## src/sv/lsbr_pkg.sv

```systemverilog
// Shared types and constants of the LSB-first bit reader.
`default_nettype none

package lsbr_pkg;

    localparam int VALUE_W = 32;
    localparam int CNT_W   = 6;
    localparam int OFF_W   = 17;

    // a 32-bit read starting at bit 7 of a byte spans five bytes
    localparam int GATHER_BYTES = (VALUE_W + 7 + 7) / 8;
    localparam int GATHER_W     = GATHER_BYTES * 8;
    localparam int GK_W         = $clog2(GATHER_BYTES + 1);

    // queue between decode and execute; depth must stay a power of two
    localparam int QUEUE_DEPTH = 2;

    localparam logic [1:0] CMD_APPEND = 2'd0;
    localparam logic [1:0] CMD_READ   = 2'd1;
    localparam logic [1:0] CMD_PEEK   = 2'd2;
    localparam logic [1:0] CMD_SEEK   = 2'd3;

    localparam logic [1:0] ORG_START   = 2'd0;
    localparam logic [1:0] ORG_CURRENT = 2'd1;
    localparam logic [1:0] ORG_END     = 2'd2;
    localparam logic [1:0] ORG_BAD     = 2'd3;

    localparam logic [1:0] STS_OK    = 2'd0;
    localparam logic [1:0] STS_BAD   = 2'd1;
    localparam logic [1:0] STS_RANGE = 2'd2;
    localparam logic [1:0] STS_FULL  = 2'd3;

    typedef struct packed {
        logic [1:0]              command;
        logic                    bad_arg;
        logic [7:0]              data_byte;
        logic [CNT_W-1:0]        bit_count;
        logic [1:0]              seek_origin;
        logic signed [OFF_W-1:0] bit_offset;
    } lsbr_item_t;

endpackage

`default_nettype wire

```

## src/sv/lsbr_queue.sv

```systemverilog
// Small FIFO of decoded transactions between decode and execute.
`default_nettype none

module lsbr_queue (
    input  logic                 clk,
    input  logic                 rst_n,
    input  logic                 push,
    input  lsbr_pkg::lsbr_item_t push_item,
    output logic                 full,
    input  logic                 pop,
    output logic                 not_empty,
    output lsbr_pkg::lsbr_item_t pop_item
);
    import lsbr_pkg::*;

    localparam int QPTR_W = $clog2(QUEUE_DEPTH);
    localparam int QCNT_W = $clog2(QUEUE_DEPTH + 1);

    lsbr_item_t          entries_reg [QUEUE_DEPTH];
    logic [QPTR_W-1:0]   wr_ptr_reg, wr_ptr_next;
    logic [QPTR_W-1:0]   rd_ptr_reg, rd_ptr_next;
    logic [QCNT_W-1:0]   count_reg, count_next;
    logic                push_en, pop_en;

    assign full      = (count_reg == QCNT_W'(QUEUE_DEPTH));
    assign not_empty = (count_reg != '0);
    assign push_en   = push && !full;
    assign pop_en    = pop && not_empty;
    assign pop_item  = entries_reg[rd_ptr_reg];

    always_comb
    begin
        wr_ptr_next = push_en ? wr_ptr_reg + 1'b1 : wr_ptr_reg;
        rd_ptr_next = pop_en ? rd_ptr_reg + 1'b1 : rd_ptr_reg;
        count_next  = count_reg;
        if (push_en && !pop_en)
            count_next = count_reg + 1'b1;
        else if (pop_en && !push_en)
            count_next = count_reg - 1'b1;
    end

    always_ff @(posedge clk or negedge rst_n)
    begin
        if (!rst_n)
        begin
            wr_ptr_reg <= '0;
            rd_ptr_reg <= '0;
            count_reg  <= '0;
        end
        else
        begin
            wr_ptr_reg <= wr_ptr_next;
            rd_ptr_reg <= rd_ptr_next;
            count_reg  <= count_next;
        end
    end

    always_ff @(posedge clk)
    begin
        if (push_en)
            entries_reg[wr_ptr_reg] <= push_item;
    end

endmodule

`default_nettype wire

```

## config.mk

```make
export PLATFORM = sky130hd
export DESIGN_NAME = lsbr_queue
export DESIGN_NICKNAME = d
export VERILOG_FILES = /design/src/sv/lsbr_pkg.sv /design/src/sv/lsbr_queue.sv
export SDC_FILE = /design/constraint.sdc
export NUM_CORES = 1
export LEC_CHECK = 0
export BUFFER_PORTS_ARGS = -buffer_cell sky130_fd_sc_hd__buf_2
export CORE_UTILIZATION = 50
export CTS_BUF_LIST = sky130_fd_sc_hd__clkbuf_16
export DETAILED_ROUTE_END_ITERATION = 16
export PLACE_DENSITY = 0.81
export SLEW_MARGIN = 20
export SYNTH_ARGS = -nofsm -noshare
export SYNTH_HDL_FRONTEND = slang
export SYNTH_SLANG_ARGS = --single-unit
```

## constraint.sdc

```tcl
create_clock -name clk -period 4.4 [get_ports clk]
set_clock_uncertainty 0.05 [all_clocks]
set_input_delay 0.88 -clock clk [delete_from_list [all_inputs] [get_ports clk]]
set_output_delay 0.88 -clock clk [all_outputs]
set_load 0.02 [all_outputs]
```

==> summary by stage <==
Layout
The growth of design area from synthesis to finish is 24.58%. The flip-flop count of the largest register after layout is 72. The count of nets after finishing is 256.

The number of fill cells is 427. Of the cells placed in the final design, the portion with a size suffix greater than 1 is 59.55%. The number of antenna diodes is 0.

Excluding fillers, the count of instances in the completed layout stands at 292.

Timing
At the pin with the least slew margin, the transition time is between 1 and 1.5 ns. The highest clock rate is 371.1 MHz. The final number of max-transition violations came to 0. The setup TNS after final layout is 0 ns. The final number of setup-violating endpoints is 0. Setup repair after global routing left no endpoint under its margin. The hold violation total from the final report is 0.

After layout, the worst path uses 61.24% of the clock period. The shortest period the worst path allows is around 2.7 ns. The least setup slack across all paths after layout is 1.706 ns. In this run the tightest slew margin relative to its limit is about a third.

Power
The post-layout total power is 0.002674 W. Dividing total power by cell area gives a power density of 728.3 nW/um^2. The worst-case vdd ir drop is 521.0 uV.

The leakage power figure is approximately 1.5 nW.

Route
The remaining number of nets flagged by the antenna check after routing is 0. After detailed routing, the number of remaining DRC violations is 0. The detailed router finished its first iteration with 68 violations. The highest layer touched by signal routing is met4. The routed via count is 1420. The detailed router put a total of roughly 1.7 mm of wire on met1. The via density per instance is 4.863.

The average wire length per cell after detail routing is 15.18 microns. The routed wire length on met2 is 2.393 mm. The first TritonRoute pass finished after 4 iterations. The routed length on met3 is around 270 microns. Summed over all layers, the routed wires come to roughly 4.4 mm.

Clock network
The clock tree from TritonCTS is done. After clock tree synthesis, the clock-pin slew on the worst setup and hold paths is 0.05 ns. The buffer levels on the longest clock path is 2. The clock sink total is 76. The H-tree depth is 3. The later pin in the worst-skew pair is clocked with a latency of roughly 0.31 ns.

In this run the post-CTS setup repair buffer count came out at 0. The clock root buffer is clkbuf_16. The number of buffers added to fix hold violations after cts is 0. In this run, CTS created clock tree buffers numbering 9. Post-CTS repair changed the size of 0 cells.

Min path
The min-delay analysis places its worst path in the category in -> async.

Run status
The flow ran to the end, and the final reports show no timing, DRC or antenna violations.

Placement
Detailed placement ended at an HPWL of approximately 2.9 mm. Before CTS, the worst setup slack after placement is between 1.5 and 2 ns. The placed instance count is 276. The number of buffer cells added on primary ports is 77. The congestion estimate from routability-driven global placement came to 0.6955.

Yosys
The number of different library cells in the post-synthesis netlist is 16. During synthesis, Yosys emitted a total of 0 warnings. Of the post-synthesis cell area, the dominant cell type holds 73.34%. Synthesis produced a netlist whose cell count is 131.

The most used flip-flop cell after synthesis is edfxtp_1. The dominant cell type by area after synthesis is edfxtp_1. The cell area after synthesis is approximately 2900 sq um. Sorting the synthesized cells by how often they occur yields edfxtp_1, mux2_4, mux2_2, dfrtp_1.

The post-synthesis sequential area ratio is 76.74%. Averaged over all synthesized cells, the footprint is 22.50 sq um. Counting flops with a built-in enable in the synthesized netlist gives 72. The synthesized net count is 172. After synthesis, the cell types taking the most area are edfxtp_1, mux2_4, dfrtp_1, mux2_2, buf_12. The post-synthesis async set-or-reset flop share is 5.263%. The most instantiated library cell after synthesis is edfxtp_1. The number of storage elements in the synthesis netlist is 76.

Worst setup path
The worst setup path is captured at an output pin. The terminus of the critical flop-to-flop path is entries_reg[0][4]. The number of cell instances on the worst register-to-register path is 3. The maximum fanout along the worst path is 37. The launching element type of the critical path is a flop. At the worst endpoint, the arrival time is 1.76 ns.

For the worst setup path, the data required time is 3.47 ns. The worst register-to-register path has a setup slack of 2.44 ns. In this run the critical register-to-register path is launched from count_reg[0]. The worst setup path is of the reg -> out kind.

Global routing
Entering global routing, the biggest net connects 38 pins. The total congestion overflow is 0. The global-route wire length before repair is 6.858 mm.

The number of antenna violations at the first check in global routing was 0. The via count of the first global-routing pass was about 1500. The global-route usage over all layers is 15.59%.

Die
The core footprint is between 5000 and 6000 sq um. The die width is 78.79 microns. Row generation in the floorplan step produced 27 rows. The total I/O pin count is a little under 80. The die covers 6207 sq um. The vertical extent of the die is 78.79 microns. Once the floorplan was initialized, standard cells occupied 52.57% of the core.

Flow run
The max-capacitance violation count is 0.
## worst max-delay path by stage
stage / start / endpoint / slack [ns]
4_1_cts: rd_ptr_reg / pop_item[22] / 1.42
3_5_place_dp: rd_ptr_reg / pop_item[14] / 1.76
5_1_grt: rd_ptr_reg / pop_item[19] / 1.64
6_report: rd_ptr_reg / pop_item[22] / 1.71
2_1_floorplan: push / entries_reg[0][0] / 1.43
3_3_place_gp: rd_ptr_reg / pop_item[22] / 1.79
## critical path, cell delays in order (launching register included)
cell	delay [ns]
dfrtp_4	0.86
mux2_2	0.41
buf_2	0.16
## layout make-up
cell class / count / area [sq um] / area share [%]
flip-flops and latches: 76 / 2266 / 61.70
multi-input cells: 49 / 615.6 / 16.76
repair buffers: 77 / 385.4 / 10.49
clock buffers: 9 / 225.2 / 6.133
well taps: 72 / 90.09 / 2.453
clock inverters: 7 / 82.58 / 2.249
inverters: 2 / 7.507 / 0.2044
## placed cells by master (no fill, tap or decap)
| master | n |
|---|---|
| ha_1 | 1 |
| nand2_1 | 1 |
| clkinv_1 | 1 |
| dfrtp_4 | 1 |
| nor2_4 | 1 |
| clkinv_2 | 3 |
| mux2_2 | 7 |
| dfrtp_1 | 3 |
| clkbuf_16 | 9 |
| nand2_2 | 1 |
| xnor2_1 | 3 |
| nor2_1 | 1 |
| edfxtp_1 | 72 |
| buf_2 | 77 |
| xor2_1 | 2 |
| and3_2 | 1 |
| mux2_4 | 29 |
| or2_1 | 1 |
| nand2b_1 | 1 |
| bufinv_16 | 2 |
| inv_1 | 3 |
## cells by family (layout without fill, tap and decap cells)
family	count (synthesis)	count (layout)	synth area share, %
simple gates	7	7	1.231
fa+ha+maj	1	1	0.4244
mux	36	36	17.45
xor+xnor	5	5	1.486
flops	76	76	76.74
buf+inv	6	95	2.674
## where the power goes
group / switching [W] / internal [W]
sequential: 0.000141 / 0.000999
clock: 0.000248 / 0.000489
combinational: 0.000413 / 0.000385
## per-stage QoR
stage,area [sq um],util [%],hold WS [ns]
2_1_floorplan,2948,-,0.4064
3_3_place_gp,3362,59.95,0.4403
4_1_cts,3670,65.44,0.3040
3_5_place_dp,3362,59.95,0.4436
5_1_grt,3672,65.48,0.3060
6_report,3672,65.48,0.3125
## metal layers
layer,global-route usage [%],vias to the layer above
met2,26.70,48
met1,17.12,685
met4,6.852,0
met5,0,-
met3,6.092,6
li1,-,681
Note: power is estimated with default switching activity, not from simulation.
